[src/rtl/dsac_pkg.sv]
// Shared types and constants for the depth-sorted alpha compositor.
package dsac_pkg;

    localparam int DEPTH_W = 32;
    localparam int CHAN_W  = 8;
    localparam int PROD_W  = 16;
    localparam int SUM_W   = 17;

    localparam logic [CHAN_W-1:0] CHAN_MAX = 8'd255;

    // One held contribution: depth key and RGBA colour
    typedef struct packed {
        logic signed [DEPTH_W-1:0] depth;
        logic [CHAN_W-1:0]         alpha;
        logic [CHAN_W-1:0]         blue;
        logic [CHAN_W-1:0]         green;
        logic [CHAN_W-1:0]         red;
    } entry_t;

    typedef enum logic [2:0] {
        S_IDLE,
        S_INS_READ,
        S_INS_CMP,
        S_INS_PLACE,
        S_BL_START,
        S_BL_CH,
        S_OUT
    } state_t;

    typedef enum logic [1:0] {
        CH_RED,
        CH_GREEN,
        CH_BLUE
    } chan_t;

endpackage

[src/rtl/dsac_mem.sv]
// Contribution store: one write port, one read port with registered read data.
module dsac_mem
    import dsac_pkg::*;
#(
    parameter int DEPTH = 64,
    parameter int AW    = 6
)
(
    input  logic          clk,
    input  logic          we,
    input  logic [AW-1:0] waddr,
    input  entry_t        wdata,
    input  logic          re,
    input  logic [AW-1:0] raddr,
    output entry_t        rdata
);

    entry_t mem [DEPTH];
    entry_t rdata_reg;

    // Write port
    always_ff @(posedge clk)
    begin
        if (we)
        begin
            mem[waddr] <= wdata;
        end
    end

    // Read port, data valid the cycle after re
    always_ff @(posedge clk)
    begin
        if (re)
        begin
            rdata_reg <= mem[raddr];
        end
    end

    assign rdata = rdata_reg;

endmodule

[config.mk]
export PLATFORM = sky130hd
export DESIGN_NAME = dsac_mem
export DESIGN_NICKNAME = d
export VERILOG_FILES = /design/src/rtl/dsac_pkg.sv /design/src/rtl/dsac_mem.sv
export SDC_FILE = /design/constraint.sdc
export NUM_CORES = 2
export LEC_CHECK = 0
export ABC_AREA = 1
export BUFFER_PORTS_ARGS = -buffer_cell sky130_fd_sc_hd__buf_4
export CAP_MARGIN = 10
export CORE_ASPECT_RATIO = 1.2
export CORE_MARGIN = 3
export CORE_UTILIZATION = 49
export DETAILED_ROUTE_END_ITERATION = 8
export GPL_ROUTABILITY_DRIVEN = 1
export MAX_ROUTING_LAYER = met4
export SLEW_MARGIN = 20
export SYNTH_ARGS = -nofsm -noshare
export SYNTH_HDL_FRONTEND = slang
export SYNTH_SLANG_ARGS = --single-unit
export TNS_END_PERCENT = 30
[constraint.sdc]
create_clock -name clk -period 9 [get_ports clk]
set_clock_uncertainty 0.1 [all_clocks]
set_input_delay 0.9 -clock clk [delete_from_list [all_inputs] [get_ports clk]]
set_output_delay 0.9 -clock clk [all_outputs]
set_load 0.02 [all_outputs]
==> flow_summary.ini <==
[clock_network]
clockRootBuffer = clkbuf_16
cts_sinks = 4160
numCtsBuffers = 403
clkLatencyLatePin_ps = 970
clk_pin_slew_ps = 60
post_cts_buffers = 0
clockBufferDepth = 4
cts_resized = 0
hold_buffers = 0
cts_tree = done
htree_levels = 5

[synth]
synth.net_count = 13484
yosysSeqAreaShare_pct = 75.3
synth-edff-count = 4160
yosysUniqueCellTypes = 15
netlist_area_sq_mm = 0.166
synthCells = 13405
yosys_warnings = 0
synthArstFlopShare_pct = 0
yosys-top-cells-count = nand2_1, edfxtp_1, nand3_1, buf_2, clkbuf_1
synth_top_area_share_pct = 75.3
yosys_register_bits = 4160
synth_area_leader_cell = edfxtp_1
ys_top_cells_by_area = edfxtp_1, nand3_1, nand2_1
synth_most_common_cell = nand2_1
synth_ff_type = edfxtp_1
synth_area_per_cell_sq_um = 12.4

[route]
drtIter0Drc = 15521
vias_per_cell = 6.14
wirelength_microns = 536000
first_pass_iters = 6
drc = 0
wl_per_cell_microns = 29.6
via_count = 110979
ant_nets = 0

[floorplanning]
die_w_microns = 537
fp.coreArea_sq_mm = 0.336
std_cell_rows = 233
initial_core_util_pct = 49.3
die_h_microns = 643
ios = 143
die_area_sq_mm = 0.346

[layout]
final_cells = 18087
fillers = 27655
drive_gt1_share_pct = 7.26
area_growth_pct = 10.5
fin_nets = 13356
largest_register_ffs = 4096

[sta]
fin_crit_ps = 4170
relSlewSlack_pct = 2.14
finalCritPeriodShare_pct = 46.4
fmax_mhz = 240
rsz0062_at_grt = false
hold_violations = 0
drv_slew = 0
tightest_slew_ps = 1470
whs_ps = 256
finalSetupTns_ps = 0
setup_violations = 0

[power_and_ir_drop]
swShare_pct = 22.8
p_clk_share_pct = 41.0
seqPwrFrac_pct = 53.2
netSwitchingPower_mw = 9.24
internal-power_mw = 31.2
power_leakage_nw = 63.8
combPwrFrac_pct = 5.8
ir_worst_vdd_v = 0.000179
powerDensity_mw_per_mm2 = 221

[placed_design]
place_hpwl_microns = 256000
port_buffers = 142
place.gp.congestion = 0.833
dp_cells = 17336

[setup_path]
worst-path-buf-inv = 4
crit_required_ps = 9730
timing.critical_path.cells = buf_16, buf_4, buf_4, buf_4, nand2_1, nand3_1, nand3_1, nand3_1, nand3_1, nand2_1, nand2_1, nand2_1
cp-start-kind = primary input
rr_worst_depth = 8
cpPeakStageDelay_ps = 940
worstSetupPathType = primary input to register
reg2reg_from = mem[1][34]$_DFFE_PP_
path_max_fanout = 110
critPathArrivalTime_ps = 4900
path_depth = 12
crit_path_end_kind = register
critPathTopFamily = buffers and inverters
cpMaxStageDelayCell = buf_4
crit_start = raddr[0]

[flow_run]
cap_violations = 0

[global_routing]
grt_pass1_vias = 105078
grt.total_usage_pct = 31.3
grt_use_met3_pct = 4.76
grt_util_met1_pct = 41.1
use_met2_pct = 49.4
overflow = 0
grt_max_degree = 217
grt-busiest-layer = met2
grt_pass1_wl_microns = 759000
antenna_found_initial = 43

[worst_hold_path]
min-delay-start = re
whs_path_depth = 1
hold_class = primary input to register

[outcome]
status = finished clean
[layout by cell type, fill, tap and decap left out, drive strengths merged, types with 9 or more instances in the layout]
cell type / count
edfxtp: 4160
nand2: 4416
buf: 364
diode: 27
nor2: 56
clkbuf: 488
clkinvlp: 10
bufinv: 32
inv: 25
clkinv: 180
nand3: 3847
nand4: 9
[worst reg2reg max path, stage by stage (launching register included)]
cell      delay (ps)
edfxtp_1         380
nand2_1           80
nand3_1          100
nand3_1          180
nand3_1          110
nand3_1          210
nand2_1          200
nand2_1          130
nand2_1          190
[kinds of logic after synthesis]
group	synth area share, %
buf+inv	2.94
flops	75.3
simple gates	21.8
[power groups by stage]
stage	registers, mW	clock network, mW	logic (mW)
2_1_floorplan	22.0	0	1.32
3_3_place_gp	22.0	0	2.27
4_1_cts	21.6	16.8	2.31
6_report	21.6	16.6	2.34
3_5_place_dp	22.0	0	2.30
5_1_grt	21.6	17.5	2.53
[layer usage]
metal / routed length [microns] / vias up
met1: 203000 / 55605
li1: - / 47659
met5: 0 / -
met2: 255000 / 6531
met3: 53500 / 1184
met4: 24300 / 0
[layout make-up]
class / count / area (sq um) / area share [%]
inverters: 12 / 103 / 0.0559
clock buffers: 488 / 10400 / 5.68
flip-flops and latches: 4160 / 125000 / 68.1
well taps: 4465 / 5590 / 3.05
diodes: 27 / 67.6 / 0.0368
repair buffers: 364 / 3360 / 1.83
multi-input cells: 8336 / 36600 / 20.0
clock inverters: 235 / 2340 / 1.28
[metrics by stage]
stage	power, mW	util, %	worst slack [ps]	instance area (sq um)
floorplan	23.3	-	718	166000
global placement	24.2	50.7	4020	171000
detailed placement	24.3	50.7	3990	171000
CTS	40.6	54.5	5000	183000
global route	41.6	54.5	4610	183000
finish	40.5	54.5	4830	183000
[worst paths after layout]
kind / endpoint / slack, ps
worst max-delay path: rdata[22]$_DFFE_PP_ / 4830
worst min-delay path: rdata[24]$_DFFE_PP_ / 260
worst max register to register: rdata[34]$_DFFE_PP_ / 6960
worst min register to register: rdata[1]$_DFFE_PP_ / 770
(Power assumes the default switching activity.)
