$ cat src/rtl/dsac_pkg.sv
// Shared types and constants for the depth-sorted alpha compositor.
package dsac_pkg;

    localparam int DEPTH_W = 32;
    localparam int CHAN_W  = 8;
    localparam int PROD_W  = 16;
    localparam int SUM_W   = 17;

    localparam logic [CHAN_W-1:0] CHAN_MAX = 8'd255;

    // One held contribution: depth key and RGBA colour
    typedef struct packed {
        logic signed [DEPTH_W-1:0] depth;
        logic [CHAN_W-1:0]         alpha;
        logic [CHAN_W-1:0]         blue;
        logic [CHAN_W-1:0]         green;
        logic [CHAN_W-1:0]         red;
    } entry_t;

    typedef enum logic [2:0] {
        S_IDLE,
        S_INS_READ,
        S_INS_CMP,
        S_INS_PLACE,
        S_BL_START,
        S_BL_CH,
        S_OUT
    } state_t;

    typedef enum logic [1:0] {
        CH_RED,
        CH_GREEN,
        CH_BLUE
    } chan_t;

endpackage

$ cat src/rtl/dsac_blend.sv
// Single-channel over-blend: floor((c*a + dest*(255-a)) / 255).
module dsac_blend
    import dsac_pkg::*;
(
    input  logic [CHAN_W-1:0] chan,
    input  logic [CHAN_W-1:0] alpha,
    input  logic [CHAN_W-1:0] dest,
    output logic [CHAN_W-1:0] result
);

    logic [PROD_W-1:0] prod_src;
    logic [PROD_W-1:0] prod_dst;
    logic [SUM_W-1:0]  sum_p1;
    logic [SUM_W-1:0]  quot_tmp;

    assign prod_src = PROD_W'(chan) * PROD_W'(alpha);
    assign prod_dst = PROD_W'(dest) * PROD_W'(CHAN_MAX - alpha);

    // Divide by 255: q = (x+1 + ((x+1)>>8)) >> 8, exact for x <= 255*255
    assign sum_p1   = SUM_W'(prod_src) + SUM_W'(prod_dst) + SUM_W'(1);
    assign quot_tmp = sum_p1 + (sum_p1 >> CHAN_W);
    assign result   = quot_tmp[2*CHAN_W-1:CHAN_W];

endmodule

$ cat config.mk
export PLATFORM = sky130hd
export DESIGN_NAME = dsac_blend
export DESIGN_NICKNAME = d
export VERILOG_FILES = /design/src/rtl/dsac_pkg.sv /design/src/rtl/dsac_blend.sv
export SDC_FILE = /design/constraint.sdc
export NUM_CORES = 1
export LEC_CHECK = 0
export BUFFER_PORTS_ARGS = -buffer_cell sky130_fd_sc_hd__buf_2
export CORE_MARGIN = 2
export CORE_UTILIZATION = 59
export DETAILED_ROUTE_END_ITERATION = 6
export PLACE_DENSITY = 0.87
export SLEW_MARGIN = 20
export SYNTH_ARGS = -nofsm -noshare
export SYNTH_HDL_FRONTEND = slang
export SYNTH_SLANG_ARGS = --single-unit
$ cat constraint.sdc
create_clock -name vclk -period 13.1
set_clock_uncertainty 0.15 [all_clocks]
set_input_delay 1.965 -clock vclk [all_inputs]
set_output_delay 1.965 -clock vclk [all_outputs]
set_load 0.01 [all_outputs]
==> impl_metrics.sql <==
INSERT INTO impl_metrics (metric_group, metric, value, unit) VALUES
('run_status', 'status', 'completed', ''),
('cells_and_area', 'finalNonFillerCells', '742', ''),
('cells_and_area', 'layout.area.seq', '0', 'sq um'),
('die', 'die_footprint', '9560', 'sq um'),
('grt', 'vias_in_the_first_global_route', '4138', ''),
('die', 'core', '8640', 'sq um'),
('sta', 'hold_viol', '0', ''),
('sta', 'fmax', '78.6', 'MHz'),
('routing', 'detailedRoute.firstPassIterationCount', '4', ''),
('routing', 'route.detailed.drc', '0', ''),
('die', 'die_x', '97.8', 'um'),
('grt', 'grt_antenna_before_repair', '0', ''),
('cells_and_area', 'finalNetCount', '831', ''),
('synthesis', 'yosys_warnings', '0', ''),
('sta', 'timing.setup.tns', '0', 'ns'),
('die', 'floorplan.initialDensity', '60.1', '%'),
('cells_and_area', 'diodes', '0', ''),
('placed_design', 'port_buffer_count', '32', ''),
('run', 'maxCapViolations', '0', ''),
('sta', 'shortest_clock_period_the_worst_path_allows_after_layout', '12.73', 'ns'),
('cells_and_area', 'fillerInstances', '711', ''),
('synthesis', 'synth_top_area_cell', 'sky130_fd_sc_hd__fa_1', ''),
('cells_and_area', 'area.growth.synth_to_final', '5.35', '%'),
('worst_hold_path', 'worst_hold_path_class', 'in2out', ''),
('synthesis', 'yosysSeqAreaShare', '0', '%'),
('synthesis', 'avgSynthCellArea', '8.51', 'sq um'),
('placed_design', 'place.detailed.instances', '741', ''),
('synthesis', 'synth_top_area_share', '33.9', '%'),
('worst_setup_path', 'required', '10.98', 'ns'),
('synthesis', 'synthCells', '610', ''),
('synthesis', 'syn_nets', '805', ''),
('placed_design', 'placed_area', '5420', 'sq um'),
('die', 'io_pins', '32', ''),
('synthesis', 'largest_cells_by_area_after_synthesis', 'sky130_fd_sc_hd__fa_1 (34%), sky130_fd_sc_hd__ha_1 (20%), sky130_fd_sc_hd__inv_1 (11%), sky130_fd_sc_hd__nor2b_1 (4.9%), sky130_fd_sc_hd__xnor2_1 (4.7%)', ''),
('worst_setup_path', 'startpoint_type', 'input port', ''),
('routing', 'routed_via_density', '5.49', ''),
('placed_design', 'post-dp-hpwl', '8.96', 'mm'),
('worst_setup_path', 'crit_arrival', '10.61', 'ns'),
('sta', 'rsz0062_at_grt', 'false', ''),
('sta', 'max_slew_margin', '65.5', '%'),
('grt', 'grtUsageTotal', '22.7', '%'),
('cells_and_area', 'clock_buffers', '0', ''),
('sta', 'tightestPinTransition', '0.514', 'ns'),
('placed_design', 'gpl.final_weighted_congestion', '0.896', ''),
('routing', 'postRouteAntennaNets', '0', ''),
('sta', 'final-setup-viol-count', '0', ''),
('grt', 'global_route_wire_length_before_repair', '18.3', 'mm'),
('routing', 'detail_route.wirelength', '10.5', 'mm'),
('worst_setup_path', 'critical_path.endpoint_type', 'primary output', ''),
('synthesis', 'ys_types', '50', ''),
('cells_and_area', 'sequential_cell_total', '0', ''),
('routing', 'routed_wire_length_per_instance', '14.2', 'um'),
('sta', 'timing_max_transition_violations_final', '0', ''),
('grt', 'grt.overflow.total', '0', ''),
('worst_setup_path', 'critPathSlowestCell', 'sky130_fd_sc_hd__fa_1', ''),
('cells_and_area', 'final_area', '5470', 'sq um'),
('worst_setup_path', 'timing.setup.critical_path_class', 'in2out', ''),
('worst_setup_path', 'crit_path_max_cell_delay', '0.54', 'ns'),
('synthesis', 'synth.cell_area', '5190', 'sq um'),
('die', 'placementRows', '34', ''),
('worst_setup_path', 'worst-path-buf-inv', '9', ''),
('cells_and_area', 'drive_above_1_share', '8.04', '%'),
('worst_setup_path', 'cp_max_fo', '16', ''),
('cells_and_area', 'layout_commonest_cell', 'sky130_fd_sc_hd__inv_1', ''),
('sta', 'post-route-period-util', '97.2', '%'),
('worst_setup_path', 'most_frequent_cell_on_the_critical_path', 'sky130_fd_sc_hd__fa_1', ''),
('die', 'die_y', '97.8', 'um'),
('cells_and_area', 'most-common-layout-cells', 'sky130_fd_sc_hd__inv_1 (155), sky130_fd_sc_hd__fa_1 (88), sky130_fd_sc_hd__ha_1 (82)', ''),
('routing', 'detailroute.via_count', '4075', ''),
('routing', 'drt_first_iter_violations', '192', ''),
('worst_setup_path', 'worst_path_dominant_cell_family', 'adder cells', ''),
('grt', 'pin_count_of_the_biggest_net_entering_global_routing', '17', '');
==> what timing repair did <==
item	in CTS	in global routing
hold buffers	0	0
gates resized for setup	0	8
endpoints found under the hold margin	0	0
endpoints found under the setup margin	0	4
buffers inserted	0	1
==> cell families (layout without fill, tap and decap cells) <==
family                   after synthesis  after routing  synth area share, %
XOR/XNOR                              30             30                 5.06
AO/OA/AOI/OAI                         62             62                 8.63
AND/OR/NAND/NOR                      182            182                 19.7
adder cells (fa/ha/maj)              172            172                 54.2
buffers and inverters                164            188                 12.4
==> path summary, 6_finish.rpt <==
kind / endpoint / cells after the start / slack (ns) / start
worst max-delay path: result[4] / 34 / 0.37 / alpha[0]
worst min-delay path: result[7] / 8 / 5.00 / chan[7]
==> metrics by stage <==
| stage | hold WS (ns) | setup slack, ns | utilization (%) |
|---|---|---|---|
| after floorplan | 4.59 | 0.822 | - |
| after global placement | 4.98 | 0.445 | 62.8 |
| after detailed placement | 5.01 | 0.263 | 62.8 |
| after CTS | 5.01 | 0.234 | 62.8 |
| after global routing | 5.10 | 0.0117 | 63.3 |
| final | 5.00 | 0.373 | 63.3 |
==> cell type report <==
type | count | area, sq um | area share [%]
Inverter | 155 | 582 | 10.6
Multi-Input combinational cell | 446 | 4580 | 83.8
Tap cell | 108 | 135 | 2.47
Timing Repair Buffer | 33 | 168 | 3.07
==> synth_stat cells (2+ instances only) <==
library cell / count
sky130_fd_sc_hd__a21o_1: 6
sky130_fd_sc_hd__clkbuf_1: 8
sky130_fd_sc_hd__nor2_1: 13
sky130_fd_sc_hd__inv_1: 155
sky130_fd_sc_hd__a2111oi_2: 2
sky130_fd_sc_hd__nand2_1: 37
sky130_fd_sc_hd__or3_1: 4
sky130_fd_sc_hd__ha_1: 83
sky130_fd_sc_hd__xor2_1: 2
sky130_fd_sc_hd__and2b_2: 2
sky130_fd_sc_hd__nor3_1: 6
sky130_fd_sc_hd__o2111a_1: 2
sky130_fd_sc_hd__nand3_1: 6
sky130_fd_sc_hd__nand2b_1: 25
sky130_fd_sc_hd__and2_1: 33
sky130_fd_sc_hd__nand4_1: 3
sky130_fd_sc_hd__o21bai_1: 7
sky130_fd_sc_hd__o21a_1: 2
sky130_fd_sc_hd__o21ai_1: 2
sky130_fd_sc_hd__and3_1: 4
sky130_fd_sc_hd__xnor2_1: 28
sky130_fd_sc_hd__nor2b_1: 41
sky130_fd_sc_hd__fa_1: 88
sky130_fd_sc_hd__a31oi_1: 2
sky130_fd_sc_hd__a21oi_1: 16
sky130_fd_sc_hd__o21ai_0: 8
sky130_fd_sc_hd__a21boi_0: 2
==> layer usage <==
layer | track usage (%) | part of all wire (%) | routed length [um] | vias up
li1 | - | - | - | 1935
met3 | 0.573 | 3.8 | 398 | 6
met5 | 0 | 0 | 0 | -
met4 | 1.60 | 0.30 | 32 | 0
met2 | 40.1 | 52 | 5500 | 76
met1 | 32.9 | 44 | 4580 | 2058
Power is left out: the tool's default activity adds up to more than one toggle a clock period on the data nets, which glitch-free logic cannot reach.
